==> src/hdl/rrm_pkg.sv <==
// Package for the radial ramp mask pixel unit.
// Holds word types, register codes and shared constants; depends on nothing.
package rrm_pkg;

  localparam int COORD_W = 12;
  localparam int RADIUS_W = COORD_W + 1;
  localparam int VALUE_W = 8;
  localparam int FRACTION_BITS_DEF = 4;

  localparam logic [VALUE_W-1:0] FULL_SCALE = 8'd255;

  localparam logic [COORD_W-1:0] CENTER_X_RST = 12'd320;
  localparam logic [COORD_W-1:0] CENTER_Y_RST = 12'd240;
  localparam logic [RADIUS_W-1:0] INNER_RADIUS_RST = 13'd250;
  localparam logic [RADIUS_W-1:0] OUTER_RADIUS_RST = 13'd350;

  typedef enum logic [1:0] {
    CFG_CENTER_X = 2'd0,
    CFG_CENTER_Y = 2'd1,
    CFG_INNER_RADIUS = 2'd2,
    CFG_OUTER_RADIUS = 2'd3
  } cfg_reg_e;

  typedef struct packed {
    logic [COORD_W-1:0] pixel_x;
    logic [COORD_W-1:0] pixel_y;
  } pixel_t;

  typedef struct packed {
    logic [VALUE_W-1:0] mask_value;
    logic [VALUE_W-1:0] inverted_value;
  } mask_t;

  // Ramp side band: force selects a fixed value, full picks 255 over 0.
  typedef struct packed {
    logic force_val;
    logic full;
  } div_ctl_t;

endpackage

==> src/hdl/rrm_dist_sq.sv <==
// Front end of the ramp unit: distance to the centre, squared and scaled.
// Three register stages; uses rrm_pkg.
module rrm_dist_sq #(
  parameter int FRACTION_BITS = rrm_pkg::FRACTION_BITS_DEF
) (
  input  logic                        clk,
  input  logic                        rst,
  input  logic                        en,
  input  logic                        up_valid,
  input  rrm_pkg::pixel_t             up_pixel,
  input  logic [rrm_pkg::COORD_W-1:0] center_x,
  input  logic [rrm_pkg::COORD_W-1:0] center_y,
  output logic                        valid,
  output logic [2*(rrm_pkg::COORD_W+1+FRACTION_BITS)-1:0] rad
);

  localparam int CW = rrm_pkg::COORD_W;
  localparam int RAD_W = 2 * (CW + 1 + FRACTION_BITS);

  logic          a_valid;
  logic [CW-1:0] dx;
  logic [CW-1:0] dy;
  logic          b_valid;
  logic [2*CW-1:0] sqx;
  logic [2*CW-1:0] sqy;
  logic [2*CW:0]   sum;

  assign sum = {1'b0, sqx} + {1'b0, sqy};

  always_ff @(posedge clk) begin
    if (rst) begin
      a_valid <= 1'b0;
      b_valid <= 1'b0;
      valid <= 1'b0;
    end else if (en) begin
      a_valid <= up_valid;
      b_valid <= a_valid;
      valid <= b_valid;
    end
  end

  always_ff @(posedge clk) begin
    if (en) begin
      dx <= (up_pixel.pixel_x >= center_x) ? up_pixel.pixel_x - center_x
                                           : center_x - up_pixel.pixel_x;
      dy <= (up_pixel.pixel_y >= center_y) ? up_pixel.pixel_y - center_y
                                           : center_y - up_pixel.pixel_y;
      sqx <= dx * dx;
      sqy <= dy * dy;
      rad <= RAD_W'(sum) << (2 * FRACTION_BITS);
    end
  end

endmodule

==> src/hdl/rrm_sqrt_cell.sv <==
// One cell of the square root chain: settles one root bit per cycle while en is high.
// Restoring digit-by-digit method; uses no package items.
module rrm_sqrt_cell #(
  parameter int ROOT_W = 17
) (
  input  logic                  clk,
  input  logic                  rst,
  input  logic                  en,
  input  logic                  up_valid,
  input  logic [2*ROOT_W-1:0]   up_rad,
  input  logic [ROOT_W+1:0]     up_rem,
  input  logic [ROOT_W-1:0]     up_root,
  output logic                  valid,
  output logic [2*ROOT_W-1:0]   rad,
  output logic [ROOT_W+1:0]     rem,
  output logic [ROOT_W-1:0]     root
);

  localparam int RAD_W = 2 * ROOT_W;
  localparam int REM_W = ROOT_W + 2;
  localparam int WIDE_W = ROOT_W + 4;

  logic [WIDE_W-1:0] rem_sh;
  logic [WIDE_W-1:0] trial;
  logic [WIDE_W-1:0] diff;
  logic              ge;

  // Bring down the next two radicand bits and try root*4+1.
  assign rem_sh = {up_rem, up_rad[RAD_W-1 -: 2]};
  assign trial = {2'b00, up_root, 2'b01};
  assign ge = rem_sh >= trial;
  assign diff = rem_sh - trial;

  always_ff @(posedge clk) begin
    if (rst) begin
      valid <= 1'b0;
    end else if (en) begin
      valid <= up_valid;
    end
  end

  always_ff @(posedge clk) begin
    if (en) begin
      rem <= ge ? diff[REM_W-1:0] : rem_sh[REM_W-1:0];
      root <= {up_root[ROOT_W-2:0], ge};
      rad <= {up_rad[RAD_W-3:0], 2'b00};
    end
  end

endmodule

==> src/hdl/rrm_div_cell.sv <==
// One cell of the ramp divider chain: settles one quotient bit per cycle while en is high.
// Dividend bits shift out of lq as quotient bits shift in; uses rrm_pkg.
module rrm_div_cell #(
  parameter int DEN_W = 17
) (
  input  logic                        clk,
  input  logic                        rst,
  input  logic                        en,
  input  logic                        up_valid,
  input  rrm_pkg::div_ctl_t           up_ctl,
  input  logic [DEN_W-1:0]            up_rem,
  input  logic [rrm_pkg::VALUE_W-1:0] up_lq,
  input  logic [DEN_W-1:0]            den,
  output logic                        valid,
  output rrm_pkg::div_ctl_t           ctl,
  output logic [DEN_W-1:0]            rem,
  output logic [rrm_pkg::VALUE_W-1:0] lq
);

  localparam int VW = rrm_pkg::VALUE_W;

  logic [DEN_W:0] rem_sh;
  logic [DEN_W:0] diff;
  logic           ge;

  assign rem_sh = {up_rem, up_lq[VW-1]};
  assign ge = rem_sh >= {1'b0, den};
  assign diff = rem_sh - {1'b0, den};

  always_ff @(posedge clk) begin
    if (rst) begin
      valid <= 1'b0;
    end else if (en) begin
      valid <= up_valid;
    end
  end

  always_ff @(posedge clk) begin
    if (en) begin
      ctl <= up_ctl;
      rem <= ge ? diff[DEN_W-1:0] : rem_sh[DEN_W-1:0];
      lq <= {up_lq[VW-2:0], ge};
    end
  end

endmodule

==> src/hdl/radial_ramp_mask_pixel_unit.sv <==
// Top level of the radial ramp mask pixel unit: registers, chains, output skid.
// Depends on rrm_pkg, rrm_dist_sq, rrm_sqrt_cell and rrm_div_cell.
//
// Channel   Signals                              Direction  Word
// pixel     pixel_valid, pixel_stall, pixel      in         pixel_x, pixel_y
// mask      mask_valid, mask_stall, mask         out        mask_value, inverted_value
// cfg       cfg_valid, cfg_ready, cfg_index/data in         register write
//
// One pixel word enters per cycle while pixel_stall is low; each result passes the distance
// stages, the one-bit-per-cell root chain, the setup registers, the divider chain and the output register.
// Reset (rst, synchronous) empties the pipeline and loads the default centre and radii.
// A stalled result is caught in a one-word skid register; pixel_stall is that
// register's full flag, so the whole chain holds only while two results wait.
module radial_ramp_mask_pixel_unit #(
  parameter int FRACTION_BITS = rrm_pkg::FRACTION_BITS_DEF
) (
  input  logic                         clk,
  input  logic                         rst,
  input  logic                         pixel_valid,
  output logic                         pixel_stall,
  input  rrm_pkg::pixel_t              pixel,
  output logic                         mask_valid,
  input  logic                         mask_stall,
  output rrm_pkg::mask_t               mask,
  input  logic                         cfg_valid,
  output logic                         cfg_ready,
  input  logic [1:0]                   cfg_index,
  input  logic [rrm_pkg::RADIUS_W-1:0] cfg_data
);

  localparam int CW = rrm_pkg::COORD_W;
  localparam int RDW = rrm_pkg::RADIUS_W;
  localparam int VW = rrm_pkg::VALUE_W;
  localparam int RW = CW + 1 + FRACTION_BITS;
  localparam int DW = RDW + FRACTION_BITS;
  localparam int NW = DW + VW;

  logic [CW-1:0]  center_x;
  logic [CW-1:0]  center_y;
  logic [RDW-1:0] inner_radius;
  logic [RDW-1:0] outer_radius;

  logic en;
  logic skid_full;
  logic out_take;
  rrm_pkg::mask_t skid;
  rrm_pkg::mask_t result;

  // Configuration registers.
  assign cfg_ready = 1'b1;

  always_ff @(posedge clk) begin
    if (rst) begin
      center_x <= rrm_pkg::CENTER_X_RST;
      center_y <= rrm_pkg::CENTER_Y_RST;
      inner_radius <= rrm_pkg::INNER_RADIUS_RST;
      outer_radius <= rrm_pkg::OUTER_RADIUS_RST;
    end else if (cfg_valid && cfg_ready) begin
      unique case (rrm_pkg::cfg_reg_e'(cfg_index))
        rrm_pkg::CFG_CENTER_X:     center_x <= cfg_data[CW-1:0];
        rrm_pkg::CFG_CENTER_Y:     center_y <= cfg_data[CW-1:0];
        rrm_pkg::CFG_INNER_RADIUS: inner_radius <= cfg_data;
        rrm_pkg::CFG_OUTER_RADIUS: outer_radius <= cfg_data;
      endcase
    end
  end

  assign en = !skid_full;
  assign pixel_stall = skid_full;

  // Squared distance.
  logic [RW:0]     sq_valid;
  logic [2*RW-1:0] sq_rad [RW+1];
  logic [RW+1:0]   sq_rem [RW+1];
  logic [RW-1:0]   sq_root [RW+1];

  rrm_dist_sq #(
    .FRACTION_BITS(FRACTION_BITS)
  ) u_dist (
    .clk(clk),
    .rst(rst),
    .en(en),
    .up_valid(pixel_valid),
    .up_pixel(pixel),
    .center_x(center_x),
    .center_y(center_y),
    .valid(sq_valid[0]),
    .rad(sq_rad[0])
  );

  assign sq_rem[0] = '0;
  assign sq_root[0] = '0;

  for (genvar i = 0; i < RW; i++) begin : g_sqrt
    rrm_sqrt_cell #(
      .ROOT_W(RW)
    ) u_cell (
      .clk(clk),
      .rst(rst),
      .en(en),
      .up_valid(sq_valid[i]),
      .up_rad(sq_rad[i]),
      .up_rem(sq_rem[i]),
      .up_root(sq_root[i]),
      .valid(sq_valid[i+1]),
      .rad(sq_rad[i+1]),
      .rem(sq_rem[i+1]),
      .root(sq_root[i+1])
    );
  end

  // Ramp setup: both radius compares run on the distance directly.
  logic [DW-1:0] distance;
  logic [DW-1:0] lo;
  logic [DW-1:0] hi;
  logic [DW-1:0] den;
  logic          degen;
  logic          ge_lo;
  logic          ge_hi;

  assign distance = DW'(sq_root[RW]);
  assign lo = DW'(inner_radius) << FRACTION_BITS;
  assign hi = DW'(outer_radius) << FRACTION_BITS;
  assign den = DW'(outer_radius - inner_radius) << FRACTION_BITS;
  assign degen = outer_radius <= inner_radius;
  assign ge_lo = distance >= lo;
  assign ge_hi = distance >= hi;

  logic              s1_valid;
  rrm_pkg::div_ctl_t s1_ctl;
  logic [DW-1:0]     s1_num;
  logic [VW:0]       dv_valid;
  rrm_pkg::div_ctl_t dv_ctl [VW+1];
  logic [DW-1:0]     dv_rem [VW+1];
  logic [VW-1:0]     dv_lq [VW+1];
  logic [NW-1:0]     s2_n;

  always_ff @(posedge clk) begin
    if (rst) begin
      s1_valid <= 1'b0;
      dv_valid[0] <= 1'b0;
    end else if (en) begin
      s1_valid <= sq_valid[RW];
      dv_valid[0] <= s1_valid;
    end
  end

  // The dividend 255*num is num*256 - num.
  always_ff @(posedge clk) begin
    if (en) begin
      s1_ctl.force_val <= degen || !ge_lo || ge_hi;
      s1_ctl.full <= ge_lo && (degen || ge_hi);
      s1_num <= distance - lo;
      dv_ctl[0] <= s1_ctl;
      s2_n <= {s1_num, {VW{1'b0}}} - NW'(s1_num);
    end
  end

  assign dv_rem[0] = s2_n[NW-1:VW];
  assign dv_lq[0] = s2_n[VW-1:0];

  for (genvar j = 0; j < VW; j++) begin : g_div
    rrm_div_cell #(
      .DEN_W(DW)
    ) u_cell (
      .clk(clk),
      .rst(rst),
      .en(en),
      .up_valid(dv_valid[j]),
      .up_ctl(dv_ctl[j]),
      .up_rem(dv_rem[j]),
      .up_lq(dv_lq[j]),
      .den(den),
      .valid(dv_valid[j+1]),
      .ctl(dv_ctl[j+1]),
      .rem(dv_rem[j+1]),
      .lq(dv_lq[j+1])
    );
  end

  always_comb begin
    if (dv_ctl[VW].force_val) begin
      result.mask_value = dv_ctl[VW].full ? rrm_pkg::FULL_SCALE : '0;
    end else begin
      result.mask_value = dv_lq[VW];
    end
    result.inverted_value = rrm_pkg::FULL_SCALE - result.mask_value;
  end

  // Output register with a one-word skid behind it.
  assign out_take = !mask_valid || !mask_stall;

  always_ff @(posedge clk) begin
    if (rst) begin
      mask_valid <= 1'b0;
      skid_full <= 1'b0;
    end else if (out_take) begin
      mask_valid <= skid_full || dv_valid[VW];
      skid_full <= 1'b0;
    end else if (en && dv_valid[VW]) begin
      skid_full <= 1'b1;
    end
  end

  always_ff @(posedge clk) begin
    if (out_take) begin
      mask <= skid_full ? skid : result;
    end else if (en) begin
      skid <= result;
    end
  end

  assert property (@(posedge clk) disable iff (rst) skid_full |-> mask_valid)
    else $error("skid holds a word while the output register is empty");

  assert property (@(posedge clk) disable iff (rst)
    (skid_full && mask_stall) |=> skid_full)
    else $error("skid word dropped while the output was stalled");

  assert property (@(posedge clk) disable iff (rst) !mask_valid |=> !skid_full)
    else $error("skid filled although the output register was free");

endmodule
==> config.mk <==
export PLATFORM = sky130hd
export DESIGN_NAME = radial_ramp_mask_pixel_unit
export DESIGN_NICKNAME = d
export VERILOG_FILES = /design/src/hdl/rrm_pkg.sv /design/src/hdl/rrm_dist_sq.sv /design/src/hdl/rrm_sqrt_cell.sv /design/src/hdl/rrm_div_cell.sv /design/src/hdl/radial_ramp_mask_pixel_unit.sv
export SDC_FILE = /design/constraint.sdc
export NUM_CORES = 2
export LEC_CHECK = 0
export ABC_CLOCK_PERIOD_IN_PS = 30300
export BUFFER_PORTS_ARGS = -buffer_cell sky130_fd_sc_hd__buf_4
export CAP_MARGIN = 5
export CORE_MARGIN = 10
export CORE_UTILIZATION = 45
export CTS_BUF_LIST = sky130_fd_sc_hd__clkbuf_16
export DETAILED_ROUTE_END_ITERATION = 8
export PLACE_DENSITY = 0.56
export REMOVE_ABC_BUFFERS = 1
export SLEW_MARGIN = 20
export SYNTH_ARGS = -nofsm -noshare
export SYNTH_HDL_FRONTEND = slang
export SYNTH_SLANG_ARGS = --single-unit
==> constraint.sdc <==
create_clock -name clk -period 30.3 [get_ports clk]
set_clock_uncertainty 0.15 [all_clocks]
set_input_delay 3.03 -clock clk [delete_from_list [all_inputs] [get_ports clk]]
set_output_delay 3.03 -clock clk [all_outputs]
set_load 0.02 [all_outputs]
==> results.ini <==
[clocking]
cts_made_buffers=114
post_cts_buffers=0
clockBufferDepth=3
clk_pin_slew_ns=0.06
clock_latency_ns=0.73
h-tree-depth=3
cts_root_buffer=clkbuf_16
cts_tree=built
clock-sinks=1038
cts_hold_buf=0
post_cts.resized_instances=0

[synth]
synth_top_area_share_pct=47.11
synthDistinctLibCells=94
yosysTopAreaCell=edfxtp_1
yosys-top-cells-area=edfxtp_1 (47%), ha_1 (10%), fa_1 (5.9%)
ys_seq_area_share_pct=49.81
synth_common_cells=edfxtp_1 (956), inv_1 (640), ha_1 (503)
synth_seq_cells=1038
synth_most_common_cell=edfxtp_1
netlist_instances=5264
synth-edff-count=956
syn_avg_cell_area_um2=11.58
synth_async_sr_flop_share_pct=0
synth_ff_type=edfxtp_1
synth_warnings=0
syn-cell-area_mm2=0.06093

[setup_path]
cp-end-kind=register
cp_slowest_stage_delay_ns=0.63
start_kind=register
r2r-start=u_dist.dy[3]
path_cells=and2_1, fa_1, inv_1, fa_1, inv_1, fa_1, fa_1, inv_1, fa_1, inv_1, ha_1, or2_2, a21oi_1, a21oi_1, a21bo_2, a221oi_1, xnor2_1
slowest_stage=edfxtp_1
critPathKind=reg2reg
critical_path.top_delay_family=adder cells
worst_ep_arrival_time_ns=6.18
startpoint=u_dist.dy[3]
r2r-end=u_dist.sqy[23]
crit_buf_inv=4
reg2reg_slack_ns=24.42
crit_top_cell=fa_1
worstPathRequired_ns=30.61
worst-path-max-fanout=12
r2r_cells=17
cp.depth=17

[drt]
drtAntennaViolNets=0
firstDrtPassIters=5
drt-total-wl_mm=119.2
wl_per_cell_um=16.48
first_iter_violations=1858
viasPerCell=5.218
vias=37730
drc_errors=0

[floorplanning]
num_rows=134
core_area_mm2=0.1340
chipHeight_um=388.0
ioPinCount=63
die_w_um=388.0
dieArea_mm2=0.1505
initial_core_util_pct=45.49

[global_routing]
antenna_found_initial=5
grt_max_degree=207
grt_usage_pct=15.79
grt_first_pass_wirelength_mm=196.5
grt_remaining_overflow=0
grt_pass1_vias=37980

[sta]
period_needed_ns=5.877
finalHoldViolCount=0
slew_headroom_pct=27.92
fmax_ghz=0.1701
fin_crit_sh_pct=19.40
final-max-slew-violation-count=0
rsz0062_at_grt=no
fin_tns_setup_ns=0
tightest_slew_ns=1.081
finalSetupViolCount=0

[outcome]
outcome=finished, final reports clean

[min_path]
min_path_type=reg2reg
min_path_cells=0
min_from=g_sqrt[5].u_cell.rad[20]
hold_path_end=g_sqrt[6].u_cell.rad[22]

[flow_run]
drv_cap=0

[cells_and_area]
layout.nets=6094
syn_to_final_growth_pct=10.10
drive_above_1_share_pct=8.001
antennaDiodeCount=0
nFillCells=11810
utilization_pct=50.08

[place]
routabilityCongestion=0.8480
port_buffers=61
dp_hpwl_mm=88.77

==> placed cells by master (no fill, tap or decap), types with 63 or more instances in the layout <==
master	count
edfxtp_1	956
inv_1	657
ha_1	503
nand2_1	353
a21oi_1	293
nor2_1	275
xnor2_1	218
o21ai_0	204
fa_1	180
xor2_1	163
a21o_1	124
mux2_2	118
clkbuf_16	116
nor3_1	107
and2_1	96
buf_4	85
dfxtp_1	81
nand2b_1	70
nor2b_1	68
o21a_1	64
nand4_1	63
==> worst max path at each step <==
stage                           endpoint  slack [ns]
after floorplan               dv_ctl[16]        4.59
after detailed placement    u_dist.dx[3]       24.20
final                     u_dist.sqy[23]       24.42
after CTS                 u_dist.sqy[23]       24.41
after global routing      u_dist.sqy[23]       24.13
after global placement      u_dist.dx[3]       24.16
==> layer usage <==
metal | GRT usage [%] | vias to the layer above | wire (µm)
li1 | - | 18950 | -
met1 | 20.25 | 18150 | 53630
met2 | 27.30 | 431 | 58230
met3 | 2.716 | 193 | 4243
met4 | 4.459 | 6 | 3030
met5 | 0 | - | 30
==> kinds of logic after synthesis <==
family / synth area share (%)
and+or+nand+nor: 10.44
DFF: 49.81
AOI/OAI and AO/OA: 10.15
buffers and inverters: 4.639
adders and majority gates: 16.24
xor gates and xnor gates: 5.491
muxes: 3.210
other: 0.01233
==> state kept, by name, indices dropped and copies added, names as in the netlist, 8 cells and up <==
register,cells
g_sqrt.u_cell.rem,275
g_sqrt.u_cell.rad,156
g_sqrt.u_cell.root,153
g_div.u_cell.rem,119
g_div.u_cell.lq,64
s2_n,25
u_dist.rad,25
u_dist.sqx,23
u_dist.sqy,23
g_sqrt.u_cell.valid,17
s1_num,17
g_div.u_cell.ctl,16
mask,16
skid,16
inner_radius,13
outer_radius,13
center_x,12
center_y,12
u_dist.dx,12
u_dist.dy,12
g_div.u_cell.valid,8
==> per-stage QoR <==
| stage | instances | cell area, µm² | hold slack, ns | worst slack (ns) |
|---|---|---|---|---|
| after global placement | 7018 | 63450 | 0.2503 | 24.16 |
| final | 7230 | 67090 | 0.2266 | 24.42 |
| after floorplan | 5163 | 60520 | 0.2503 | 4.594 |
| after CTS | 7229 | 67070 | 0.2179 | 24.41 |
| after detailed placement | 7018 | 63450 | 0.2545 | 24.20 |
| after global routing | 7230 | 67090 | 0.2192 | 24.13 |
==> layout make-up <==
| class | count | area (µm²) | share of cell area, % |
|---|---|---|---|
| flip-flops and latches | 1038 | 30350 | 45.24 |
| multi-input cells | 3481 | 27790 | 41.42 |
| clock buffers | 116 | 2903 | 4.327 |
| inverters | 644 | 2425 | 3.614 |
| well taps | 1768 | 2212 | 3.297 |
| clock inverters | 95 | 721.9 | 1.076 |
| repair buffers | 88 | 689.4 | 1.028 |
Power is left out: the tool's default activity adds up to more than one toggle a clock period on the data nets, which glitch-free logic cannot reach.
